$ cat src/rtl/sdx7_pkg.sv
// Shared types, constants and helper functions for the base-7 Soundex encoder.
// Used by sdx7_update and soundex_base7_encoder; depends on nothing.
package sdx7_pkg;

  localparam int CHAR_W     = 8;
  localparam int LETTER_W   = 5;
  localparam int DIGIT_W    = 17;
  localparam int KEY_W      = DIGIT_W + LETTER_W;
  localparam int CNT_W      = 3;
  localparam int CODE_W     = 3;
  localparam int OUT_DATA_W = 40;  // key and digit value, padded to whole bytes

  localparam logic [CNT_W-1:0]  CODE_DIGITS_RESET = 3'd3;
  localparam logic [CNT_W-1:0]  MAX_DIGITS        = 3'd6;

  localparam logic [CHAR_W-1:0] ASCII_UPPER_A = 8'h41;
  localparam logic [CHAR_W-1:0] ASCII_UPPER_Z = 8'h5A;
  localparam logic [CHAR_W-1:0] ASCII_LOWER_A = 8'h61;
  localparam logic [CHAR_W-1:0] ASCII_LOWER_Z = 8'h7A;

  // Decoded character
  typedef struct packed {
    logic                is_letter;
    logic [LETTER_W-1:0] idx;
  } letter_t;

  // What the per-character update hands to the padding multiply
  typedef struct packed {
    logic                invalid;
    logic [LETTER_W-1:0] first;
    logic [DIGIT_W-1:0]  acc;
    logic [CNT_W-1:0]    pad_exp;
  } word_t;

  // Case-folded letter index, or not a letter
  function automatic letter_t letter_of(input logic [CHAR_W-1:0] ch);
    letter_t r;
    logic [CHAR_W-1:0] diff;
    r    = '0;
    diff = '0;
    if (ch inside {[ASCII_UPPER_A:ASCII_UPPER_Z]}) begin
      diff        = ch - ASCII_UPPER_A;
      r.is_letter = 1'b1;
      r.idx       = diff[LETTER_W-1:0];
    end else if (ch inside {[ASCII_LOWER_A:ASCII_LOWER_Z]}) begin
      diff        = ch - ASCII_LOWER_A;
      r.is_letter = 1'b1;
      r.idx       = diff[LETTER_W-1:0];
    end
    return r;
  endfunction

  // Soundex digit code per letter; vowels, H, W and Y give 0
  function automatic logic [CODE_W-1:0] code_of(input logic [LETTER_W-1:0] idx);
    logic [CODE_W-1:0] c;
    case (idx)
      5'd0:  c = 3'd0;  5'd1:  c = 3'd1;  5'd2:  c = 3'd2;  5'd3:  c = 3'd3;
      5'd4:  c = 3'd0;  5'd5:  c = 3'd1;  5'd6:  c = 3'd2;  5'd7:  c = 3'd0;
      5'd8:  c = 3'd0;  5'd9:  c = 3'd2;  5'd10: c = 3'd2;  5'd11: c = 3'd4;
      5'd12: c = 3'd5;  5'd13: c = 3'd5;  5'd14: c = 3'd0;  5'd15: c = 3'd1;
      5'd16: c = 3'd2;  5'd17: c = 3'd6;  5'd18: c = 3'd2;  5'd19: c = 3'd3;
      5'd20: c = 3'd0;  5'd21: c = 3'd1;  5'd22: c = 3'd0;  5'd23: c = 3'd2;
      5'd24: c = 3'd0;  5'd25: c = 3'd2;
      default: c = 3'd0;
    endcase
    return c;
  endfunction

  // Powers of seven used to pad missing digits
  function automatic logic [DIGIT_W-1:0] pow7(input logic [CNT_W-1:0] e);
    logic [DIGIT_W-1:0] p;
    case (e)
      3'd0:    p = 17'd1;
      3'd1:    p = 17'd7;
      3'd2:    p = 17'd49;
      3'd3:    p = 17'd343;
      3'd4:    p = 17'd2401;
      3'd5:    p = 17'd16807;
      3'd6:    p = 17'd117649;
      default: p = 17'd1;
    endcase
    return p;
  endfunction

endpackage

$ cat src/rtl/sdx7_update.sv
// Per-character Soundex state: first letter, prior code, digit accumulator.
// Depends on sdx7_pkg.
module sdx7_update (
  input  logic                          clk,
  input  logic                          rst_n,
  input  logic                          step,      // stage word advances this cycle
  input  logic [sdx7_pkg::CHAR_W-1:0]   char_in,
  input  logic                          last_in,
  input  logic [sdx7_pkg::CNT_W-1:0]    n_digits,  // effective digit count, 0..6
  output sdx7_pkg::word_t               word_out
);

  logic [sdx7_pkg::LETTER_W-1:0] first_r,   first_nxt;
  logic [sdx7_pkg::CODE_W-1:0]   prior_r,   prior_nxt;
  logic [sdx7_pkg::DIGIT_W-1:0]  acc_r,     acc_nxt;
  logic [sdx7_pkg::CNT_W-1:0]    done_r,    done_nxt;
  logic                          mid_r,     mid_nxt;
  logic                          invalid_r, invalid_nxt;

  sdx7_pkg::letter_t             let_c;
  logic [sdx7_pkg::CODE_W-1:0]   code_c;
  logic [sdx7_pkg::DIGIT_W+2:0]  acc_x7;

  assign let_c  = sdx7_pkg::letter_of(char_in);
  assign code_c = sdx7_pkg::code_of(let_c.idx);
  // acc * 7 + code, as shift and subtract
  assign acc_x7 = {acc_r, 3'b000} - {3'b000, acc_r} + {{sdx7_pkg::DIGIT_W{1'b0}}, code_c};

  // Next state for one character
  always_comb begin
    first_nxt   = first_r;
    prior_nxt   = prior_r;
    acc_nxt     = acc_r;
    done_nxt    = done_r;
    mid_nxt     = mid_r;
    invalid_nxt = invalid_r;
    if (!mid_r) begin
      acc_nxt  = '0;
      done_nxt = '0;
      mid_nxt  = 1'b1;
      if (let_c.is_letter) begin
        first_nxt   = let_c.idx;
        prior_nxt   = code_c;
        invalid_nxt = 1'b0;
      end else begin
        first_nxt   = '0;
        prior_nxt   = '0;
        invalid_nxt = 1'b1;
      end
    end else if (!invalid_r && let_c.is_letter && (done_r < n_digits)) begin
      if ((code_c != '0) && (code_c != prior_r)) begin
        acc_nxt  = acc_x7[sdx7_pkg::DIGIT_W-1:0];
        done_nxt = done_r + 3'd1;
      end
      prior_nxt = code_c;
    end
    if (last_in) begin
      mid_nxt = 1'b0;
    end
  end

  // Word summary for the result stage; padding only when short of digits
  always_comb begin
    word_out.invalid = invalid_nxt;
    word_out.first   = first_nxt;
    word_out.acc     = acc_nxt;
    word_out.pad_exp = (done_nxt < n_digits) ? (n_digits - done_nxt) : '0;
  end

  // State registers
  always_ff @(posedge clk) begin
    if (!rst_n) begin
      first_r   <= '0;
      prior_r   <= '0;
      acc_r     <= '0;
      done_r    <= '0;
      mid_r     <= 1'b0;
      invalid_r <= 1'b0;
    end else if (step) begin
      first_r   <= first_nxt;
      prior_r   <= prior_nxt;
      acc_r     <= acc_nxt;
      done_r    <= done_nxt;
      mid_r     <= mid_nxt;
      invalid_r <= invalid_nxt;
    end
  end

endmodule

$ cat src/rtl/soundex_base7_encoder.sv
// Top level of the streaming base-7 Soundex encoder: input stage, padding
// multiply and result register. Depends on sdx7_pkg and sdx7_update.
//
//  channel  | direction | word contents
//  ---------+-----------+-----------------------------------------------
//  in_      | slave     | character per word, tlast on final character
//  out_     | master    | sound_key, digit_value; tuser = bad_head
//  cfg_     | slave     | code_digits (3 bits), always ready
//
// One character per cycle sustained while results are taken; a final character
// waits in the input stage while the result register is full and not taken.
// The result register loads as the final character leaves the input stage.
// rst_n is synchronous, active low; it empties both stages and sets
// code_digits to 3. A stalled result holds only the final-character word in
// the input stage; other characters keep flowing behind a waiting result.
module soundex_base7_encoder (
  input  logic                              clk,
  input  logic                              rst_n,
  // input characters
  input  logic                              in_tvalid,
  output logic                              in_tready,
  input  logic [sdx7_pkg::CHAR_W-1:0]       in_tdata,   // [7:0] character
  input  logic                              in_tlast,   // last_char
  // results
  output logic                              out_tvalid,
  input  logic                              out_tready,
  output logic [sdx7_pkg::OUT_DATA_W-1:0]   out_tdata,  // [21:0] sound_key, [38:22] digit_value
  output logic                              out_tuser,  // bad_head
  // configuration
  input  logic                              cfg_valid,
  output logic                              cfg_ready,
  input  logic [sdx7_pkg::CNT_W-1:0]        cfg_data    // code_digits
);

  logic [sdx7_pkg::CNT_W-1:0]    digits_r;
  logic [sdx7_pkg::CNT_W-1:0]    n_eff;

  logic                          stg_valid_r;
  logic [sdx7_pkg::CHAR_W-1:0]   stg_char_r;
  logic                          stg_last_r;
  logic                          stg_fire;

  sdx7_pkg::word_t               word_c;
  logic [2*sdx7_pkg::DIGIT_W-1:0] pad_prod;
  logic [sdx7_pkg::DIGIT_W-1:0]  value_c;

  logic                          out_valid_r;
  logic [sdx7_pkg::KEY_W-1:0]    key_r;
  logic [sdx7_pkg::DIGIT_W-1:0]  value_r;
  logic                          bad_r;

  // Configuration register, clamped to six digits on use
  assign cfg_ready = 1'b1;
  assign n_eff     = (digits_r > sdx7_pkg::MAX_DIGITS) ? sdx7_pkg::MAX_DIGITS : digits_r;

  always_ff @(posedge clk) begin
    if (!rst_n) begin
      digits_r <= sdx7_pkg::CODE_DIGITS_RESET;
    end else if (cfg_valid && cfg_ready) begin
      digits_r <= cfg_data;
    end
  end

  // Input stage: a final character waits only if the result register is full
  assign stg_fire  = stg_valid_r && (!stg_last_r || !out_valid_r || out_tready);
  assign in_tready = !stg_valid_r || stg_fire;

  always_ff @(posedge clk) begin
    if (!rst_n) begin
      stg_valid_r <= 1'b0;
    end else if (in_tready) begin
      stg_valid_r <= in_tvalid;
    end
  end

  always_ff @(posedge clk) begin
    if (in_tvalid && in_tready) begin
      stg_char_r <= in_tdata;
      stg_last_r <= in_tlast;
    end
  end

  sdx7_update u_update (
    .clk      (clk),
    .rst_n    (rst_n),
    .step     (stg_fire),
    .char_in  (stg_char_r),
    .last_in  (stg_last_r),
    .n_digits (n_eff),
    .word_out (word_c)
  );

  // Zero padding: scale by 7 to the number of missing digits
  assign pad_prod = word_c.acc * sdx7_pkg::pow7(word_c.pad_exp);
  assign value_c  = word_c.invalid ? '0 : pad_prod[sdx7_pkg::DIGIT_W-1:0];

  // Result register
  always_ff @(posedge clk) begin
    if (!rst_n) begin
      out_valid_r <= 1'b0;
    end else if (stg_fire && stg_last_r) begin
      out_valid_r <= 1'b1;
    end else if (out_tready) begin
      out_valid_r <= 1'b0;
    end
  end

  always_ff @(posedge clk) begin
    if (stg_fire && stg_last_r) begin
      value_r <= value_c;
      bad_r   <= word_c.invalid;
      key_r   <= word_c.invalid ? '0 : {value_c, word_c.first};
    end
  end

  assign out_tvalid = out_valid_r;
  assign out_tdata  = {1'b0, value_r, key_r};
  assign out_tuser  = bad_r;

endmodule
$ cat config.mk
export PLATFORM = sky130hd
export DESIGN_NAME = soundex_base7_encoder
export DESIGN_NICKNAME = d
export VERILOG_FILES = /design/src/rtl/sdx7_pkg.sv /design/src/rtl/sdx7_update.sv /design/src/rtl/soundex_base7_encoder.sv
export SDC_FILE = /design/constraint.sdc
export NUM_CORES = 1
export LEC_CHECK = 0
export BUFFER_PORTS_ARGS = -buffer_cell sky130_fd_sc_hd__buf_4
export CORE_MARGIN = 5
export CORE_UTILIZATION = 30
export CTS_BUF_LIST = sky130_fd_sc_hd__clkbuf_2
export DETAILED_ROUTE_END_ITERATION = 7
export GPL_ROUTABILITY_DRIVEN = 0
export GPL_TIMING_DRIVEN = 0
export PLACE_DENSITY = 0.56
export SLEW_MARGIN = 25
export SYNTH_ARGS = -nofsm -noshare
export SYNTH_HDL_FRONTEND = slang
export SYNTH_SLANG_ARGS = --single-unit
export TNS_END_PERCENT = 50
$ cat constraint.sdc
create_clock -name clk -period 19.8 [get_ports clk]
set_clock_uncertainty 0.2 [all_clocks]
set_input_delay 0 -clock clk [delete_from_list [all_inputs] [get_ports clk]]
set_output_delay 0 -clock clk [all_outputs]
set_load 0.05 [all_outputs]
## Word-level counts from Yosys, hierarchy flattened

Memory sizes are Yosys's and may differ from the RTL's.
Index checks and enable logic that the tools add are counted.

| storage, ports and cells | value |
|---|---|
| flip-flop bits (word level) | 84 |
| memories | 1 |
| bits in read-only memories | 96 |
| output and inout bits | 44 |
| logic and storage cells | 77 |

Memory list:

| memory | words | width | rd ports | clocked after Yosys merged registers in | wr ports | RTL line | source |
|---|---|---|---|---|---|---|---|
| (no name shown) | 32 | 3 | 1 | 0 | 0 | sdx7_pkg.sv:56 | `case (idx)` |

| operators by class | value |
|---|---|
| $mul | 1 |
| reduce and logical (&&, ||, !) cells | 18 |
| muxes and demuxes | 22 |
| add/sub/neg operators | 6 |
| equal/unequal tests | 8 |
| magnitude comparators | 7 |

Operators by type and width:

| cell | number |
|---|---|
| $pmux W17 S6 | 1 |
| $mux W17 | 4 |
| $mux W3 | 8 |
| $add A17 B3 Y17 | 1 |
| $mul A17 B17 Y17 | 1 |
| $sub A17 B17 Y17 | 1 |
| $ge A8 B7 Y1 const B | 2 |
| $le A8 B7 Y1 const B | 2 |
| $mux W6 | 2 |
| $mux W5 | 2 |
| $sub A5 B1 Y5 const B | 2 |
| $eq A3 B3 Y1 const B | 3 |
| $logic_and A1 B1 Y1 | 8 |
| $eq A3 B2 Y1 const B | 2 |
| $lt A3 B3 Y1 | 2 |
| $mux W1 | 5 |
| $logic_not A1 Y1 | 4 |
| $add A3 B1 Y3 const B | 1 |
| $eq A3 B1 Y1 const B | 1 |
| $gt A3 B3 Y1 const B | 1 |
| $logic_or A1 B1 Y1 | 3 |
| $ne A3 B3 Y1 | 1 |
| $reduce_bool A3 Y1 | 1 |
| $sub A3 B3 Y3 | 1 |
| other kinds (3) | 3 |

## Logic depth before layout (Yosys ltp)

An unclocked memory read counts as a cell.

| logic depth | value |
|---|---|
| depth after elaboration | 16 |
| gate-level depth with buffers | 56 |
| mapped depth without buffers | 50 |

## Modules after synthesis

Synthesis repeated with hierarchy kept, for this count alone.

| second synthesis, totals | value |
|---|---|
| cells, all modules | 965 |
| area, all modules | 8,889.8 µm² |

By module, submodules not included:

| module | instances | cells an instance | sequential area each (µm²) | area each (µm²) |
|---|---|---|---|---|
| soundex_base7_encoder | 1 | 562 | 1,571.5 | 5,828.1 |
| sdx7_update | 1 | 403 | 600.6 | 3,061.7 |

## Least setup slack after synthesis

No wires, ideal clock.

| timing path | value |
|---|---|
| path type | register -> register |
| start | reg stg_char_r[0] in the netlist's numbering |
| end | reg key_r[21] in the netlist's numbering, data pin |
| period minus slack after synthesis | 12,510 ps |
| required time | 19,342 ps |
| path buffers | 6 |
| data arrival time | 12,052 ps |
| path slack | 7,290 ps |
| library setup time | 258 ps |
| stages on the path, launching flop included | 50 |
| cells stage by stage | edfxtp_1 -> inv_1 -> ha_1 -> nor2b_4 -> a211oi_2 -> nand2_1 -> nor2_1 -> inv_1 -> ha_1 -> nor2_1 -> o21ai_0 -> mux2_4 -> and4_4 -> or4_4 -> nor3_4 -> buf_2 -> buf_1 -> buf_2 -> (+14 left out) -> ha_1 -> fa_1 -> inv_1 -> fa_1 -> fa_1 -> inv_1 -> ha_1 -> o21a_1 -> or3_1 -> a31oi_1 -> nor2b_1 -> o21a_1 -> o41ai_1 -> xnor2_1 -> xnor2_1 -> xnor3_1 -> xnor3_1 -> nor2b_1 |

| between the ends | value |
|---|---|
| longest elaborated chain between the ends | 16 |
| elaborated cells on any way between the ends | 37 |

Ends and longest elaborated chain:

| element | RTL line | source |
|---|---|---|
| start, declared | soundex_base7_encoder.sv:39 | `logic [sdx7_pkg::CHAR_W-1:0] stg_char_r;` |
| start signal, assigned | soundex_base7_encoder.sv:78 | `stg_char_r <= in_tdata;` |
| $ge A8 B7 Y1 / $le A8 B7 Y1 (equally long branches) | sdx7_pkg.sv:45 | `end else if (ch inside {[ASCII_LOWER_A:ASCII_LOWER_Z]}) begin` |
| $logic_and A1 B1 Y1 | sdx7_pkg.sv:45 |  |
| $mux W6 | sdx7_pkg.sv:45 |  |
| $mux W6 (*) | sdx7_pkg.sv:41 | `if (ch inside {[ASCII_UPPER_A:ASCII_UPPER_Z]}) begin` |
| $mem_v2 Z32 W3 | -- |  |
| $ne A3 B3 Y1 / $reduce_bool A3 Y1 (equally long branches) | sdx7_update.sv:51 | `if ((code_c != '0) && (code_c != prior_r)) begin` |
| $logic_and A1 B1 Y1 | sdx7_update.sv:51 |  |
| $mux W3 | sdx7_update.sv:51 |  |
| $mux W3 (*) | sdx7_update.sv:50 | `end else if (!invalid_r && let_c.is_letter && (done_r < n_digits)) begin` |
| $mux W3 (*) | sdx7_update.sv:37 | `if (!mid_r) begin` |
| net u_update.done_nxt (one bit) | sdx7_update.sv:16 | `logic [sdx7_pkg::CNT_W-1:0] done_r, done_nxt;` |
| $sub A3 B3 Y3 / $lt A3 B3 Y1 (equally long branches) | sdx7_update.sv:67 | `word_out.pad_exp = (done_nxt < n_digits) ? (n_digits - done_nxt) : '0;` |
| $mux W3 (*) | sdx7_update.sv:67 |  |
| $eq A3 B3 Y1 (tied with other cells) | sdx7_pkg.sv:72 | `case (e)` |
| $pmux W17 S6 (*) | sdx7_pkg.sv:72 |  |
| $mul A17 B17 Y17 (*) | soundex_base7_encoder.sv:94 | `assign pad_prod = word_c.acc * sdx7_pkg::pow7(word_c.pad_exp);` |
| $mux W17 (*) | soundex_base7_encoder.sv:95 | `assign value_c = word_c.invalid ? '0 : pad_prod[sdx7_pkg::DIGIT_W-1:0];` |
| end signal, assigned | soundex_base7_encoder.sv:112 | `key_r <= word_c.invalid ? '0 : {value_c, word_c.first};` |
| end, declared | soundex_base7_encoder.sv:48 | `logic [sdx7_pkg::KEY_W-1:0] key_r;` |

Mark *: on every way through the listed nets, which the timed path passes. The rest lies on a longest branch.
A chain may end at the register's enable or synchronous reset.

## Worst setup path after layout

Ends and elaborated chain as after synthesis.

==> impl_summary.txt <==
----------------------------------------------------
[Yosys]
  Top FF cell, synth ... sky130_fd_sc_hd__edfxtp_1
  Cell types occupying the most area after synthesis ... sky130_fd_sc_hd__edfxtp_1, sky130_fd_sc_hd__fa_1, sky130_fd_sc_hd__ha_1
  EDFF count, synth ... 49
  Mapped Area ... 0.00909 sq mm
  Synthesized net count ... 1239
  Share of the synthesized area in the top cell type ... 16.2%
  Async set-or-reset flop fraction in the synthesized netlist ... 0%
  Post-synthesis cell type with the largest combined area ... sky130_fd_sc_hd__edfxtp_1
  Synth top cells by count ... sky130_fd_sc_hd__inv_1, sky130_fd_sc_hd__nor2_1, sky130_fd_sc_hd__ha_1
  Distinct cell type count after synthesis ... 74
  Avg Inst Size Synth ... 8.67 sq um
  Synth warn ... 0
  Synth Instances ... 1049
  Sequential share of the synthesized area ... 23.9%
  Most frequent cell after synthesis ... sky130_fd_sc_hd__inv_1
  Number of synthesized register bits ... 84

[Timing]
  Worst relative slew slack ... 31.1%
  Fin crit period ... 14670 ps
  Final-report max-slew violation count ... 0
  Tcrit/Tclk final ... 74.1%
  Number of endpoints failing setup at the final stage ... 0
  Final-layout setup total negative slack ... 0 ps
  Unrepaired setup endpoints after global routing ... false
  Actual transition at the worst max-transition pin ... 1030 ps
  FMAX ... 68.2 MHz
  Count of endpoints failing hold in the final timing report ... 0

[Floorplan]
  Initial core utilization ... 30.5%
  Core area ... 0.0298 sq mm
  Overall die area ... 0.0339 sq mm
  Width of the die ... 184 um
  Cell Rows ... 63
  Boundary pin count ... 61
  Height of the die ... 184 um

[Setup path]
  Critical path peak fanout ... 10
  Longest individual stage delay on the worst path ... 620 ps
  Slowest library cell on the worst path ... sky130_fd_sc_hd__edfxtp_1
  Delay-heaviest family, CP ... adder cells
  Crit path capture type ... register
  Critical R2R Launch ... stg_char_r[0]
  Reg2Reg Capture Point ... key_r[21]
  CP Class ... register to register
  Worst Setup Start Kind ... register
  Register-to-register setup slack ... 5130 ps
  Critical Path RT ... 20000 ps
  Total buffers and inverters traversed by the critical path ... 10
  Cell occurring most often along the worst timing path ... sky130_fd_sc_hd__fa_1
  Crit path arrival time ... 14870 ps
  Count of cells along the worst register-to-register path ... 49

[Clock tree]
  Clock latency on the worst-skew pair ... 630 ps
  Clock transition at path regs ... 290 ps
  Postcts setup bufs ... 0
  Hold buffers post-CTS ... 34
  Post-CTS resize count ... 0
  Number of buffers on the longest clock path ... 2
  Number of buffers added by the clock tree synthesis step ... 9
  Master cell of the clock root buffer ... sky130_fd_sc_hd__clkbuf_2
  Number of sinks on the clock net ... 84
  Clock tree from TritonCTS ... yes
  Count of H-tree levels built during CTS ... 3

[Global routing]
  Antenna violations before repair ... 1
  Number of global-route vias before repair ... 7330
  Wire length of the first global-routing pass ... 36.5 mm
  Overall routing resource usage ... 13.3%
  Maximum number of pins on one net before global-route repair ... 28
  Grt ovf ... 0

[Run status]
  Result of the run ... complete, no violations

[Min path]
  Worst-case hold path end point ... u_update.done_r[0]
  Hold path start ... rst_n
  Hold depth ... 3
  Path type of the worst min-delay path ... input pin to register

[Finish]
  Nets@finish ... 1343
  Area growth, synth to finish ... 15.6%
  Fraction of final layout cells with drive strength greater than 1 ... 9.33%
  Fill cell instance count of the final layout ... 3104
  Cell Count, Final, Fillers Out ... 1549

[Run]
  Number of maximum-capacitance constraint violations ... 0

[Detailed routing]
  Final antenna-violating net count ... 0
  Number of DRC markers in iteration 0 ... 393
  WL/cell ... 14.0 um
  Post-DR vias/cell ... 4.64
  First-pass iteration count of the detailed router ... 5
  Via count of the routed design ... 7192
  Final Routed Wirelength ... 21.7 mm
  DRC errors left ... 0

[Power]
  Worst voltage drop across the vdd grid ... 0.0000206 V
  Areal power density over the cells ... 34.8 mW/mm^2
  Leak pwr ... 4.76 nW

[Placed design]
  Detailed placement HPWL ... 17.3 mm
  Total of buffers placed on input and output ports ... 58
  Total instance count after detailed placement ... 1498

----------------------------------------------------
[cell usage in the layout, fill, tap and decap left out, types with 7 or more instances in the layout]
master and instances:
sky130_fd_sc_hd__a21o_1 9, sky130_fd_sc_hd__xor2_1 12, sky130_fd_sc_hd__or3_1 9, sky130_fd_sc_hd__nand3_1 11
sky130_fd_sc_hd__clkbuf_1 30, sky130_fd_sc_hd__edfxtp_1 49, sky130_fd_sc_hd__nor3_1 16, sky130_fd_sc_hd__a21oi_1 41
sky130_fd_sc_hd__ha_1 102, sky130_fd_sc_hd__o211ai_1 7, sky130_fd_sc_hd__xnor2_1 36, sky130_fd_sc_hd__nor2_1 130
sky130_fd_sc_hd__fa_1 71, sky130_fd_sc_hd__nand2b_1 16, sky130_fd_sc_hd__nand2_1 65, sky130_fd_sc_hd__dlygate4sd3_1 34
sky130_fd_sc_hd__clkbuf_2 9, sky130_fd_sc_hd__nor2b_1 25, sky130_fd_sc_hd__o21ai_0 42, sky130_fd_sc_hd__and2_1 21
sky130_fd_sc_hd__dfxtp_1 35, sky130_fd_sc_hd__mux2i_1 13, sky130_fd_sc_hd__inv_1 197, sky130_fd_sc_hd__a21boi_0 8
sky130_fd_sc_hd__buf_4 60
[cell type report]
type | instances | area (sq um) | area share [%]
Antenna cell | 1 | 2.50 | 0.0238
Buffer | 44 | 205 | 1.95
Clock buffer | 9 | 45.0 | 0.429
Clock inverter | 7 | 82.6 | 0.786
Inverter | 198 | 743 | 7.07
Multi-Input combinational cell | 723 | 5970 | 56.8
Sequential cell | 84 | 2170 | 20.7
Tap cell | 390 | 488 | 4.65
Timing Repair Buffer | 93 | 796 | 7.58
[through the flow]
stage	area, sq um	utilization, %	hold WS (ps)	power (mW)	setup WS (ps)
global route	10500	35.3	7.71	0.380	4220
CTS	10500	35.2	1.41	0.369	5070
detailed placement	10000	33.7	-20.1	0.259	5130
floorplan	9090	-	-101	0.238	7290
global placement	10000	33.6	-20.1	0.258	5220
finish	10500	35.3	21.6	0.366	5130
[layer usage]
metal	vias to the layer above	share of wire [%]	track usage (%)
met5	-	0	0
met4	0	1.7	3.93
met3	19	4.1	1.66
met2	126	47	22.5
met1	3462	47	17.9
li1	3585	-	-
[state kept, by name (all words and copies together), names as in the netlist, 3 cells and up]
| signal | count |
|---|---|
| stg_char_r | 8 |
| value_r | 17 |
| digits_r | 3 |
| u_update.done_r | 3 |
| key_r | 22 |
| u_update.prior_r | 3 |
| u_update.first_r | 5 |
| u_update.acc_r | 17 |
[worst register-to-register path: cells and delay by family (launching register included)]
| kind | cells | cell delay [ps] |
|---|---|---|
| AO/OA/AOI/OAI | 8 | 1690 |
| XOR/XNOR | 5 | 1300 |
| adder cells (fa/ha/maj) | 11 | 4270 |
| buffers and inverters | 10 | 2300 |
| flip-flops | 1 | 620 |
| multiplexers | 2 | 530 |
| AND/OR/NAND/NOR | 13 | 3530 |
[power by group]
group          switching [mW]  total [mW]  internal (mW)
Clock                  0.0733       0.104         0.0309
Sequential            0.00239       0.190          0.188
Combinational          0.0461      0.0710         0.0250
Total                   0.122       0.366          0.244
[kinds of logic after synthesis]
| group | count (synthesis) | synth area share [%] |
|---|---|---|
| AO/OA/AOI/OAI | 154 | 11.0 |
| XOR/XNOR | 51 | 5.30 |
| adder cells (fa/ha/maj) | 173 | 29.7 |
| buffers and inverters | 242 | 10.4 |
| flip-flops | 84 | 23.9 |
| multiplexers | 18 | 2.12 |
| other | 2 | 0.0826 |
| AND/OR/NAND/NOR | 325 | 17.5 |
[worst max-delay path by stage]
stage | from | endpoint | slack, ps | cells past startpoint
5_1_grt | stg_char_r[0] | key_r[21] | 4220 | 51
2_1_floorplan | stg_char_r[0] | key_r[21] | 7290 | 49
6_report | stg_char_r[0] | key_r[21] | 5130 | 49
3_5_place_dp | stg_char_r[0] | key_r[21] | 5130 | 49
3_3_place_gp | stg_char_r[0] | key_r[21] | 5220 | 49
4_1_cts | stg_char_r[0] | key_r[21] | 5070 | 49
Power figures use the tool's default switching activity.
